## config.mk

```make
export PLATFORM = sky130hd
export DESIGN_NAME = dmx512_slot_receiver_core
export DESIGN_NICKNAME = d
export VERILOG_FILES = /design/src/design/dsr_pkg.sv /design/src/design/dmx512_slot_receiver_core.sv /design/src/design/dsr_level_ram.sv /design/src/design/dsr_ctrl.sv
export SDC_FILE = /design/constraint.sdc
export NUM_CORES = 1
export LEC_CHECK = 0
export CAP_MARGIN = 20
export CORE_MARGIN = 5
export CORE_UTILIZATION = 58
export CTS_BUF_LIST = sky130_fd_sc_hd__clkbuf_16
export DETAILED_ROUTE_END_ITERATION = 16
export DONT_BUFFER_PORTS = 1
export PLACE_DENSITY = 0.74
export SYNTH_ARGS = -nofsm -noshare
export SYNTH_HDL_FRONTEND = slang
export SYNTH_SLANG_ARGS = --single-unit
```

## constraint.sdc

```tcl
create_clock -name clk -period 5.3 [get_ports clk]
set_input_delay 1.06 -clock clk [delete_from_list [all_inputs] [get_ports clk]]
set_output_delay 1.06 -clock clk [all_outputs]
set_load 0.1 [all_outputs]
```

## src/design/dsr_pkg.sv

```systemverilog
// Shared types and constants for the DMX512 slot receiver.
package dsr_pkg;

	localparam int MAX_CHANNELS = 4;
	localparam int CH_AW = (MAX_CHANNELS > 1) ? $clog2(MAX_CHANNELS) : 1;

	localparam int CNT_W = 10;
	localparam int BASE_W = 9;
	localparam int WIN_W = CNT_W + 1;
	localparam int CFG_W = 10;
	localparam int CFG_AW = 2;

	localparam logic [WIN_W-1:0] WIN_LEN = WIN_W'(MAX_CHANNELS);

	localparam logic [1:0] ST_UNSYNCED = 2'd0;
	localparam logic [1:0] ST_WAIT = 2'd1;
	localparam logic [1:0] ST_PAYLOAD = 2'd2;

	localparam logic [CFG_AW-1:0] REG_BASE = 2'd0;
	localparam logic [CFG_AW-1:0] REG_RELAY = 2'd1;
	localparam logic [CFG_AW-1:0] REG_LIMIT = 2'd2;

	localparam logic [7:0] START_CODE = 8'h00;
	localparam logic [7:0] RELAY_ON = 8'hFA;
	localparam logic [7:0] RELAY_OFF = 8'h00;
	localparam logic [7:0] RELAY_THRESH = 8'd64;
	localparam logic [CNT_W-1:0] LIMIT_RESET = 10'd128;

	typedef struct packed {
		logic [7:0] rx_byte;
		logic       framing_error;
	} item_t;

	typedef struct packed {
		logic       level_write;
		logic [1:0] channel_index;
		logic [7:0] level_value;
		logic       chain_end;
		logic [1:0] sync_state;
	} result_t;

	typedef struct packed {
		logic             we;
		logic [CH_AW-1:0] addr;
		logic [7:0]       data;
	} lvl_wr_t;

	typedef struct packed {
		logic             level_write;
		logic [1:0]       channel_index;
		logic [CH_AW-1:0] addr;
		logic             chain_end;
		logic [1:0]       sync_state;
	} slot_res_t;

endpackage

```

## src/design/dmx512_slot_receiver_core.sv

```systemverilog
// Top level of the DMX512 slot receiver: handshakes, level memory and result register.
//
// Takes one received byte with its framing flag per transfer and returns one result per
// item. A new item is taken every clock while results are drained; each result passes
// through the first result stage, captured with the state update and level memory
// write, and then the result register, loaded with the registered memory read that
// supplies level_value. The sync state and slot counter update at the edge that accepts
// each item, so back-to-back items need no interlock. No clearing pass is needed after reset.
module dmx512_slot_receiver_core (
	input  logic                      clk,
	input  logic                      arst_n,
	input  logic                      item_valid,
	output logic                      item_ready,
	input  dsr_pkg::item_t            item,
	output logic                      result_valid,
	input  logic                      result_ready,
	output dsr_pkg::result_t          result,
	input  logic                      cfg_we,
	input  logic [dsr_pkg::CFG_AW-1:0] cfg_addr,
	input  logic [dsr_pkg::CFG_W-1:0] cfg_wdata
);
	import dsr_pkg::*;

	logic      valid_s1;
	slot_res_t res_s1;
	lvl_wr_t   lvl_wr;
	logic      advance;
	logic      accept;
	logic      move;
	logic [7:0] rd_level;

	logic       out_valid_q;
	logic       wr_q;
	logic [1:0] idx_q;
	logic       chain_q;
	logic [1:0] state_q;

	assign advance = !out_valid_q || result_ready;
	assign item_ready = !valid_s1 || advance;
	assign accept = item_valid && item_ready;
	assign move = valid_s1 && advance;

	dsr_ctrl u_ctrl (
		.clk       (clk),
		.arst_n    (arst_n),
		.accept    (accept),
		.item      (item),
		.advance   (advance),
		.cfg_we    (cfg_we),
		.cfg_addr  (cfg_addr),
		.cfg_wdata (cfg_wdata),
		.valid_s1  (valid_s1),
		.res_s1    (res_s1),
		.lvl_wr    (lvl_wr)
	);

	dsr_level_ram u_ram (
		.clk   (clk),
		.wr    (lvl_wr),
		.re    (move),
		.raddr (res_s1.addr),
		.rdata (rd_level)
	);

	always_ff @(posedge clk or negedge arst_n) begin
		if (!arst_n) begin
			out_valid_q <= 1'b0;
		end else if (advance) begin
			out_valid_q <= valid_s1;
		end
	end

	always_ff @(posedge clk) begin
		if (move) begin
			wr_q <= res_s1.level_write;
			idx_q <= res_s1.channel_index;
			chain_q <= res_s1.chain_end;
			state_q <= res_s1.sync_state;
		end
	end

	assign result_valid = out_valid_q;
	assign result.level_write = wr_q;
	assign result.channel_index = idx_q;
	assign result.level_value = wr_q ? rd_level : 8'd0;
	assign result.chain_end = chain_q;
	assign result.sync_state = state_q;

endmodule

```

## src/design/dsr_level_ram.sv

```systemverilog
// Channel level memory: one write port, one registered read port.
module dsr_level_ram (
	input  logic                   clk,
	input  dsr_pkg::lvl_wr_t       wr,
	input  logic                   re,
	input  logic [dsr_pkg::CH_AW-1:0] raddr,
	output logic [7:0]             rdata
);
	import dsr_pkg::*;

	logic [7:0] mem [MAX_CHANNELS];

	always_ff @(posedge clk) begin
		if (wr.we) begin
			mem[wr.addr] <= wr.data;
		end
	end

	always_ff @(posedge clk) begin
		if (re) begin
			rdata <= mem[raddr];
		end
	end

endmodule

```

## src/design/dsr_ctrl.sv

```systemverilog
// Sync state machine, slot counter, config registers and first result stage.
module dsr_ctrl (
	input  logic                      clk,
	input  logic                      arst_n,
	input  logic                      accept,
	input  dsr_pkg::item_t            item,
	input  logic                      advance,
	input  logic                      cfg_we,
	input  logic [dsr_pkg::CFG_AW-1:0] cfg_addr,
	input  logic [dsr_pkg::CFG_W-1:0] cfg_wdata,
	output logic                      valid_s1,
	output dsr_pkg::slot_res_t        res_s1,
	output dsr_pkg::lvl_wr_t          lvl_wr
);
	import dsr_pkg::*;

	logic [BASE_W-1:0] base_q;
	logic              relay_q;
	logic [CNT_W-1:0]  limit_q;
	logic [1:0]        state_q;
	logic [CNT_W-1:0]  cnt_q;

	logic [WIN_W-1:0] cnt_ext;
	logic [WIN_W-1:0] base_ext;
	logic [WIN_W-1:0] win_end;
	logic [CNT_W-1:0] ch_off;
	logic [CNT_W-1:0] cnt_inc;
	logic             in_win;
	logic [7:0]       lv;
	logic [1:0]       state_d;
	logic [CNT_W-1:0] cnt_d;
	slot_res_t        res_d;

	always_ff @(posedge clk or negedge arst_n) begin
		if (!arst_n) begin
			base_q <= '0;
			relay_q <= 1'b0;
			limit_q <= LIMIT_RESET;
		end else if (cfg_we) begin
			case (cfg_addr)
				REG_BASE: base_q <= cfg_wdata[BASE_W-1:0];
				REG_RELAY: relay_q <= cfg_wdata[0];
				REG_LIMIT: limit_q <= cfg_wdata[CNT_W-1:0];
				default: ;
			endcase
		end
	end

	assign cnt_ext = {1'b0, cnt_q};
	assign base_ext = {{(WIN_W-BASE_W){1'b0}}, base_q};
	assign win_end = base_ext + WIN_LEN;
	assign in_win = (cnt_ext >= base_ext) && (cnt_ext < win_end);
	assign ch_off = cnt_q - {{(CNT_W-BASE_W){1'b0}}, base_q};
	assign cnt_inc = cnt_q + CNT_W'(1);

	always_comb begin
		if (relay_q) begin
			lv = (item.rx_byte < RELAY_THRESH) ? RELAY_ON : RELAY_OFF;
		end else begin
			lv = item.rx_byte;
		end
	end

	always_comb begin
		state_d = state_q;
		cnt_d = cnt_q;
		res_d = '0;
		case (state_q)
			ST_WAIT: begin
				if (item.rx_byte == START_CODE) begin
					state_d = ST_PAYLOAD;
				end
			end
			ST_PAYLOAD: begin
				res_d.level_write = in_win;
				res_d.channel_index = in_win ? ch_off[1:0] : 2'd0;
				res_d.chain_end = (cnt_ext == win_end);
				cnt_d = cnt_inc;
				if (cnt_inc >= limit_q) begin
					state_d = ST_UNSYNCED;
				end
			end
			default: begin
				state_d = ST_UNSYNCED;
				if (item.framing_error) begin
					cnt_d = '0;
					state_d = ST_WAIT;
				end
			end
		endcase
		res_d.addr = ch_off[CH_AW-1:0];
		res_d.sync_state = state_d;
	end

	assign lvl_wr.we = accept && res_d.level_write;
	assign lvl_wr.addr = ch_off[CH_AW-1:0];
	assign lvl_wr.data = lv;

	always_ff @(posedge clk or negedge arst_n) begin
		if (!arst_n) begin
			state_q <= ST_UNSYNCED;
			cnt_q <= '0;
			valid_s1 <= 1'b0;
		end else begin
			if (accept) begin
				state_q <= state_d;
				cnt_q <= cnt_d;
			end
			if (accept) begin
				valid_s1 <= 1'b1;
			end else if (advance) begin
				valid_s1 <= 1'b0;
			end
		end
	end

	always_ff @(posedge clk) begin
		if (accept) begin
			res_s1 <= res_d;
		end
	end

endmodule

```

==> run summary, run 1 <==
WP buf/inv - 0
die width - 96.7 um
crit path from - wr_q
count leader, synth - edfxtp_1
Top FF cell, synth - edfxtp_1
TNS Setup - 0 ns
Clock Tree Buf Depth - 2
post-synthesis xor/xnor area fraction - 2.61%
Residual DRC - 0
via count - 2658
layout cell share with drive strength beyond 1 - 13.0%
Antenna Nets Post-Route - 0
vias in the first global route - 2750
crit path DAT - 2.25 ns
Synth Area in Adders - 9.36%
antenna diode count - 0
final setup violation count - 0
Worst-Skew Late Latency - 0.34 ns
DIE HEIGHT - 96.7 um
critical path class - reg2out
HP Class - in2async
Num CTS Buffers - 9
leakage power - 1.95 nW
Syn Area/Cell - 12.7 sq um
YS warnings - 0
H-tree Lvls - 3
WL/cell - 18.0 um
via/cell ratio - 5.85
Netlist cell types - 48
post-cts hold buffer count - 0
Cell Chain, Critical Path - and2_1
status - complete, no violations
register area share after synthesis - 56.8%
Port Buf Inserts - 0
FF-to-FF Start - u_ctrl.base_q[4]
flops & latches, synth - 88
Post-Syn Area - 4360 sq um
FF+latch area - 2470 sq um
DRT Wirelength - 8.16 mm
Area contributors post-synth - edfxtp_1, dfrtp_1, ha_1
CP max stage cell - edfxtp_1
Hold Violations, Final - 0
Multi-input gate area - 1710 sq um
unrepaired setup endpoints after global routing - false
Period Utilization, post-route - 62.5%
Clock Skews - 0.00722 ns
fin area - 4810 sq um
Crit path max-delay family - flip-flops
total die area - 9350 sq um
post-synth net total - 401
FF-to-FF setup slack - 2.31 ns
WP data required - 4.24 ns
io pins - 42
Syn Inst Count - 343
Congestion Overflow GR - 0
Fmax - 0.302 GHz
Post-CTS Setup Bufs - 0
Synth area leader - edfxtp_1
worst IR drop on VDD - 0.177 mV
PostCTS Resize Cnt - 0
Synth Area in Compound Gates - 9.39%
gp weighted congestion - 0.844
clock root cell - clkbuf_16
Synth Area in Simple Gates - 10.6%
asr flop ratio synth - 38.6%
Post-synth EDFFs - 54
core area - 7290 sq um
top-area cell type share of the netlist area - 37.2%
first-pass GRT wire length - 13.8 mm
DP HPWL - 6.19 mm
Reg clk slew, reported paths - 0.07 ns
post-synthesis mux area share - 7.24%
Layout area overhead - 10.5%
Pins Over Slew Limit - 0
Nets - 408
slowest cell delay on critical path - 1.03 ns
max-cap viol count - 0
CP Capture Type - output pin
DRT Pass-1 Iters - 5
largest family of logic cells by synthesized area - simple AND/OR/NAND/NOR gates
overall global routing resource usage - 18.6%
Initial Util - 59.8%
Post-synth top cells - edfxtp_1, inv_1, dfrtp_1
Detailed Route Iter0 Violations - 153
pwr dens - 368 nW/um^2
FILL cells - 566
clk sink count - 88
largest net degree at the start of global routing - 35
fin crit period - 3.31 ns
CTS tree - done
nature of the critical path startpoint - register
CP max FO - 9
initial antenna violation count - 0
Rel. slew slack - 31.8%
placed cell area - 4500 sq um
actual slew at the worst max-slew pin - 1.02 ns
row cnt - 31
## report_power, final
group	total, mW	switching [mW]	internal, mW	leakage [nW]
Sequential	0.863	0.0699	0.793	0.932
Combinational	0.255	0.161	0.0941	0.872
Clock	0.654	0.278	0.375	0.146
Total	1.77	0.509	1.26	1.95
## layer usage
metal	up-vias	track usage (%)	part of all wire (%)	wire [um]
li1	1276	-	-	-
met1	1308	25.7	46	3760
met4	0	6.70	1.2	102
met3	7	5.32	5.7	463
met5	-	0	0	0
met2	67	28.3	47	3830
## stage by stage
step | util [%] | setup slack [ns] | instances | hold slack (ns) | total power [mW]
2_1_floorplan | - | 1.80 | 343 | 0.400 | 1.07
4_1_cts | 66.0 | 1.97 | 454 | 0.405 | 1.78
6_report | 66.0 | 1.99 | 454 | 0.411 | 1.77
3_3_place_gp | 61.2 | 1.99 | 436 | 0.401 | 1.11
3_5_place_dp | 61.8 | 2.33 | 438 | 0.410 | 1.13
5_1_grt | 66.0 | 1.91 | 454 | 0.396 | 1.85
## worst paths after layout
path                                      to  cells past startpoint
hold reg to reg                   state_q[0]                      0
setup reg to reg             u_ram.mem[1][2]                     10
hold / removal              u_ctrl.base_q[6]                      0
max in group asynchronous  u_ctrl.limit_q[7]                      0
min in group clk                  state_q[0]                      0
setup / recovery                   result[6]                      1
## state kept, by name, indices dropped and copies added, names as in the netlist, 2 cells and up
register	flops
u_ctrl.cnt_q	10
u_ctrl.res_s1	8
u_ctrl.state_q	2
u_ctrl.limit_q	10
idx_q	2
u_ctrl.base_q	9
u_ram.mem	32
state_q	2
u_ram.rdata	8
## final cells by class
| class | instances | area share [%] |
|---|---|---|
| well taps | 99 | 2.57 |
| repair buffers | 6 | 1.43 |
| clock inverters | 7 | 1.77 |
| clock buffers | 9 | 4.68 |
| multi-input cells | 211 | 35.5 |
| inverters | 34 | 2.65 |
| flip-flops and latches | 88 | 51.4 |
## kinds of logic (layout without fill, tap and decap cells)
group / count (synthesis) / after routing
XOR/XNOR: 13 / 13
buffers and inverters: 44 / 56
flip-flops: 88 / 88
multiplexers: 20 / 20
adder cells (fa/ha/maj): 32 / 32
AO/OA/AOI/OAI: 62 / 62
AND/OR/NAND/NOR: 84 / 84
## cell usage in the layout, fill, tap and decap left out, types with 9 or more instances in the layout
master and n:
edfxtp_1 54, inv_1 34, dfrtp_1 33, nand3_1 10
xnor2_1 12, and2_1 12, o21ai_0 24, mux2_2 12
nand2_1 21, ha_1 31, clkbuf_16 9
Note: power is estimated with default switching activity, not from simulation.
==> run 2: changes to the inputs <==
- CORE_UTILIZATION: 58 -> 57
- PLACE_DENSITY: 0.74 -> 0.75
- clock period: 5.3 -> 3 ns (I/O delays scaled with it)
==> run 2 against run 1 <==
Against the previous run:
- design area grew 1.5%
- largest cell class unchanged
- die area grew 1.6%
- via count grew 3.0%
- critical endpoint is now u_ram.mem[2][3]
- critical path depth grew 10
- setup slack lost 1.8 ns
==> run summary, run 2 (synthesis results as in run 1) <==
status - complete, no violations
H-tree Lvls - 3
Residual DRC - 0
vias in the first global route - 2776
Hold Violations, Final - 0
CP max stage cell - a311o_2
Worst-Skew Late Latency - 0.34 ns
Post-CTS Setup Bufs - 0
slowest cell delay on critical path - 0.40 ns
via/cell ratio - 5.89
antenna diode count - 0
actual slew at the worst max-slew pin - 0.900 ns
Antenna Nets Post-Route - 0
worst setup margin - 0.216 ns
pre-CTS setup slack - 0.163 ns
Num CTS Buffers - 9
DRT Wirelength - 8.61 mm
Cell Chain, Critical Path - ha_1 > nand2_1 > nor2_1 > xnor2_1 > ha_1 > nand4_1 > nor2_1 > a211o_1 > a311o_2 > nor4_2 > buf_4
total die area - 9490 sq um
via count - 2739
Fin Hold WS - 0.0849 ns
unrepaired setup endpoints after global routing - false
DP HPWL - 6.52 mm
Period Utilization, post-route - 92.8%
critical path class - reg2reg
overall global routing resource usage - 19.1%
nature of the critical path startpoint - register
leakage power - 1.99 nW
Layout area overhead - 12.1%
Regs by FF count - u_ram.mem: 32 flops, u_ctrl.cnt_q: 10 flops, u_ctrl.limit_q: 10 flops
CP Capture Type - register
gp weighted congestion - 0.834
max-cap viol count - 0
largest net degree at the start of global routing - 34
HP Class - in2async
CP max FO - 8
Detailed Route Iter0 Violations - 270
core area - 7330 sq um
first-pass GRT wire length - 14.2 mm
Rel. slew slack - 40.1%
Finished Core Util - 66.6%
layout cell share with drive strength beyond 1 - 17.5%
Initial Util - 59.4%
clock root cell - clkbuf_16
reg2reg path depth - 11
Nets - 419
most frequent cells in the layout - edfxtp_1, inv_1, dfrtp_1
pwr dens - 623 nW/um^2
row cnt - 31
worst IR drop on VDD - 0.334 mV
Pins Over Slew Limit - 0
Congestion Overflow GR - 0
Largest register FFs - 32
initial antenna violation count - 0
die width - 97.4 um
crit path DAT - 2.83 ns
Clock Skews - 0.00899 ns
fin crit period - 2.78 ns
io pins - 42
FILL cells - 527
clk sink count - 88
DIE HEIGHT - 97.4 um
CTS tree - done
Clock Tree Buf Depth - 2
Reg clk slew, reported paths - 0.07 ns
largest reg by FF count - u_ram.mem
final setup violation count - 0
most common cell after layout, fill and taps aside - edfxtp_1
WL/cell - 18.5 um
DRT Pass-1 Iters - 4
WP data required - 3.04 ns
Port Buf Inserts - 0
Fmax - 0.359 GHz
TNS Setup - 0 ns
-- run 2: through the flow --
step / power (mW) / std cells / area, sq um
after floorplan: 1.90 / 343 / 4380
after global placement: 1.99 / 448 / 4580
after detailed placement: 2.01 / 448 / 4580
after CTS: 3.06 / 465 / 4880
after global routing: 3.17 / 465 / 4880
final: 3.04 / 465 / 4880
-- run 2: worst max-delay path, delay by kind of cell (launching register included) --
family	cells	cell delay [ns]
buffers and inverters	1	0.21
AND/OR/NAND/NOR	5	0.57
flip-flops	1	0.39
adder cells (fa/ha/maj)	2	0.50
XOR/XNOR	1	0.14
AO/OA/AOI/OAI	2	0.70
-- run 2: layout make-up --
cell class              instances  area [sq um]  area share (%)
multi-input cells             211          1740            35.6
clock inverters                 7          52.6            1.08
well taps                      99           124            2.54
repair buffers                 17           140            2.87
flip-flops and latches         88          2470            50.7
inverters                      34           128            2.61
clock buffers                   9           225            4.61
-- run 2: path summary, 6_finish.rpt --
path | startpoint | end | slack [ns]
min | arst_n | u_ctrl.cnt_q[8] | 0.08
min in group clk | cfg_wdata[7] | u_ctrl.base_q[7] | 0.38
max | u_ctrl.base_q[2] | u_ram.mem[2][3] | 0.22
max in group asynchronous | arst_n | result_valid | 2.72
min reg2reg | u_ctrl.res_s1[7] | wr_q | 0.42
max reg2reg | u_ctrl.base_q[2] | u_ram.mem[2][3] | 0.22
-- run 2: power by group --
| group | internal, mW | leakage [nW] | switching (mW) |
|---|---|---|---|
| Sequential | 1.40 | 0.931 | 0.114 |
| Combinational | 0.176 | 0.925 | 0.313 |
| Clock | 0.568 | 0.137 | 0.469 |
| Total | 2.15 | 1.99 | 0.896 |
-- run 2: per-layer routing --
layer | vias up | track usage, % | routed length (um)
met5 | - | 0 | 0
met1 | 1348 | 26.6 | 4000
met2 | 84 | 29.4 | 3940
met4 | 0 | 6.39 | 59
li1 | 1302 | - | -
met3 | 5 | 4.74 | 613
-- run 2: repair_timing --
item	4_1_cts	5_1_grt
endpoints found under the setup margin	0	32
hold buffers	1	0
endpoints found under the hold margin	33	0
gates resized for setup	0	2
==> run 3: changes to the inputs <==
- CELL_PAD_IN_SITES_DETAIL_PLACEMENT: default -> 1
- CELL_PAD_IN_SITES_GLOBAL_PLACEMENT: default -> 2
- CORE_UTILIZATION: 57 -> 39
- GPL_ROUTABILITY_DRIVEN: default -> 0
- PLACE_DENSITY: 0.75 -> default
- PLACE_DENSITY_LB_ADDON: default -> 0.1
==> run 3 against run 2 <==
Against the previous run:
- design area is 1.6% higher
- setup slack worse by 0.0087 ns
- sequential power about the same
- sequential cell count unchanged
- combinational power increased by 2%
- first-iteration DRC count down 51%
- worst hold slack better by 0.0097 ns
- die area up 41%
- highest routed layer unchanged
- critical endpoint is now u_ram.mem[1][2]
- clock skew about the same
- clock-buffer cell count stayed put
==> run summary, run 3 (synthesis results as in run 1) <==
status - complete, no violations
fin area - 4960 sq um
WL/cell - 19.8 um
FF-to-FF Start - u_ctrl.base_q[2]
Fmax - 0.358 GHz
Num CTS Buffers - 9
Clock Skews - 0.00861 ns
largest reg by FF count - u_ram.mem
worst IR drop on VDD - 0.259 mV
via count - 2738
CTS tree - done
Congestion Overflow GR - 0
Initial Util - 40.0%
P_int - 2.15 mW
DIE HEIGHT - 116 um
unrepaired setup endpoints after global routing - false
Psw - 0.921 mW
die width - 116 um
Fin Hold WS - 0.0945 ns
most frequent cells in the layout - edfxtp_1, inv_1, dfrtp_1
TNS Setup - 0 ns
Clock Tree Buf Depth - 2
H-tree Lvls - 3
Layout area overhead - 13.9%
Nets - 422
nature of the critical path startpoint - register
Worst-Skew Late Latency - 0.34 ns
Period Utilization, post-route - 93.1%
pwr dens - 619 nW/um^2
leakage power - 2.00 nW
Detailed Route Iter0 Violations - 133
clock root cell - clkbuf_16
core area - 10900 sq um
via/cell ratio - 5.38
Largest register FFs - 32
combinational share of power - 16.2%
placed insts - 492
critical path class - reg2reg
Pins Over Slew Limit - 0
Layout Cells excl Fill - 509
CP max FO - 8
DP HPWL - 7.89 mm
Final Power - 3.07 mW
Finished Core Util - 45.6%
layout cell share with drive strength beyond 1 - 18.2%
HP Class - in2async
final setup violation count - 0
Antenna Nets Post-Route - 0
DRT Pass-1 Iters - 4
vias in the first global route - 2935
first-pass GRT wire length - 16.5 mm
pre-CTS setup slack - 0.140 ns
Reg clk slew, reported paths - 0.07 ns
initial antenna violation count - 0
switching power share of the total - 30.0%
max-cap viol count - 0
DRT Wirelength - 10.1 mm
Rel. slew slack - 41.0%
largest net degree at the start of global routing - 34
crit path DAT - 2.83 ns
Hold Violations, Final - 0
fin crit period - 2.79 ns
row cnt - 38
overall global routing resource usage - 16.4%
Post-CTS Setup Bufs - 0
crit path from - u_ctrl.base_q[2]
actual slew at the worst max-slew pin - 0.887 ns
io pins - 42
Regs by FF count - u_ram.mem: 32 flops, u_ctrl.cnt_q: 10 flops, u_ctrl.limit_q: 10 flops
most common cell after layout, fill and taps aside - edfxtp_1
worst setup margin - 0.207 ns
WP data required - 3.04 ns
total die area - 13400 sq um
antenna diode count - 0
FILL cells - 1151
Port Buf Inserts - 0
CP Capture Type - register
clk sink count - 88
Residual DRC - 0
power share of the clock group - 34.5%
part of the power in registers - 49.3%
placed cell area - 4650 sq um
## run 3: final timing paths
check | slack [ns] | cells after the start | endpoint
worst min register to register | 0.42 | 0 | idx_q[0]
max in group asynchronous | 2.72 | 1 | result_valid
min in group clk | 0.38 | 1 | u_ctrl.valid_s1
worst min-delay path | 0.09 | 1 | u_ctrl.limit_q[2]
worst max-delay path | 0.21 | 11 | u_ram.mem[1][2]
worst max register to register | 0.21 | 11 | u_ram.mem[1][2]
## run 3: what timing repair did
item,CTS,global route
setup endpoints to repair,0,34
hold buffers,1,0
hold endpoints to repair,33,0
gates resized for setup,0,3
## run 3: cell type report
cell class | instances | area [sq um] | share of cell area [%]
flip-flops and latches | 88 | 2480 | 49.9
multi-input cells | 211 | 1740 | 35.1
clock buffers | 9 | 225 | 4.54
well taps | 140 | 175 | 3.53
repair buffers | 20 | 163 | 3.28
inverters | 34 | 128 | 2.57
clock inverters | 7 | 53.8 | 1.08
## run 3: worst max-delay path, stage by stage, from the launching register on
cell and delay, ns:
dfrtp_1 0.39, ha_1 0.22, nand2_1 0.06, nor2_1 0.14, xnor2_1 0.15, ha_1 0.27
nand4_1 0.10, nor2_1 0.06, a211o_1 0.29, a311o_1 0.40, nor4_2 0.18, buf_4 0.22
## run 3: metal layers
layer | vias up | track usage [%] | part of all wire [%]
li1 | 1302 | - | -
met1 | 1373 | 23.5 | 49
met2 | 52 | 25.3 | 46
met3 | 11 | 2.87 | 3.8
met4 | 0 | 5.57 | 1.4
met5 | - | 0 | 0
## run 3: power groups by stage
stage / Sequential (mW) / Combinational (mW) / Clock [mW]
final: 1.51 / 0.497 / 1.06
after global routing: 1.53 / 0.558 / 1.14
after CTS: 1.52 / 0.508 / 1.09
after detailed placement: 1.54 / 0.491 / 0
after global placement: 1.53 / 0.488 / 0
after floorplan: 1.50 / 0.400 / 0
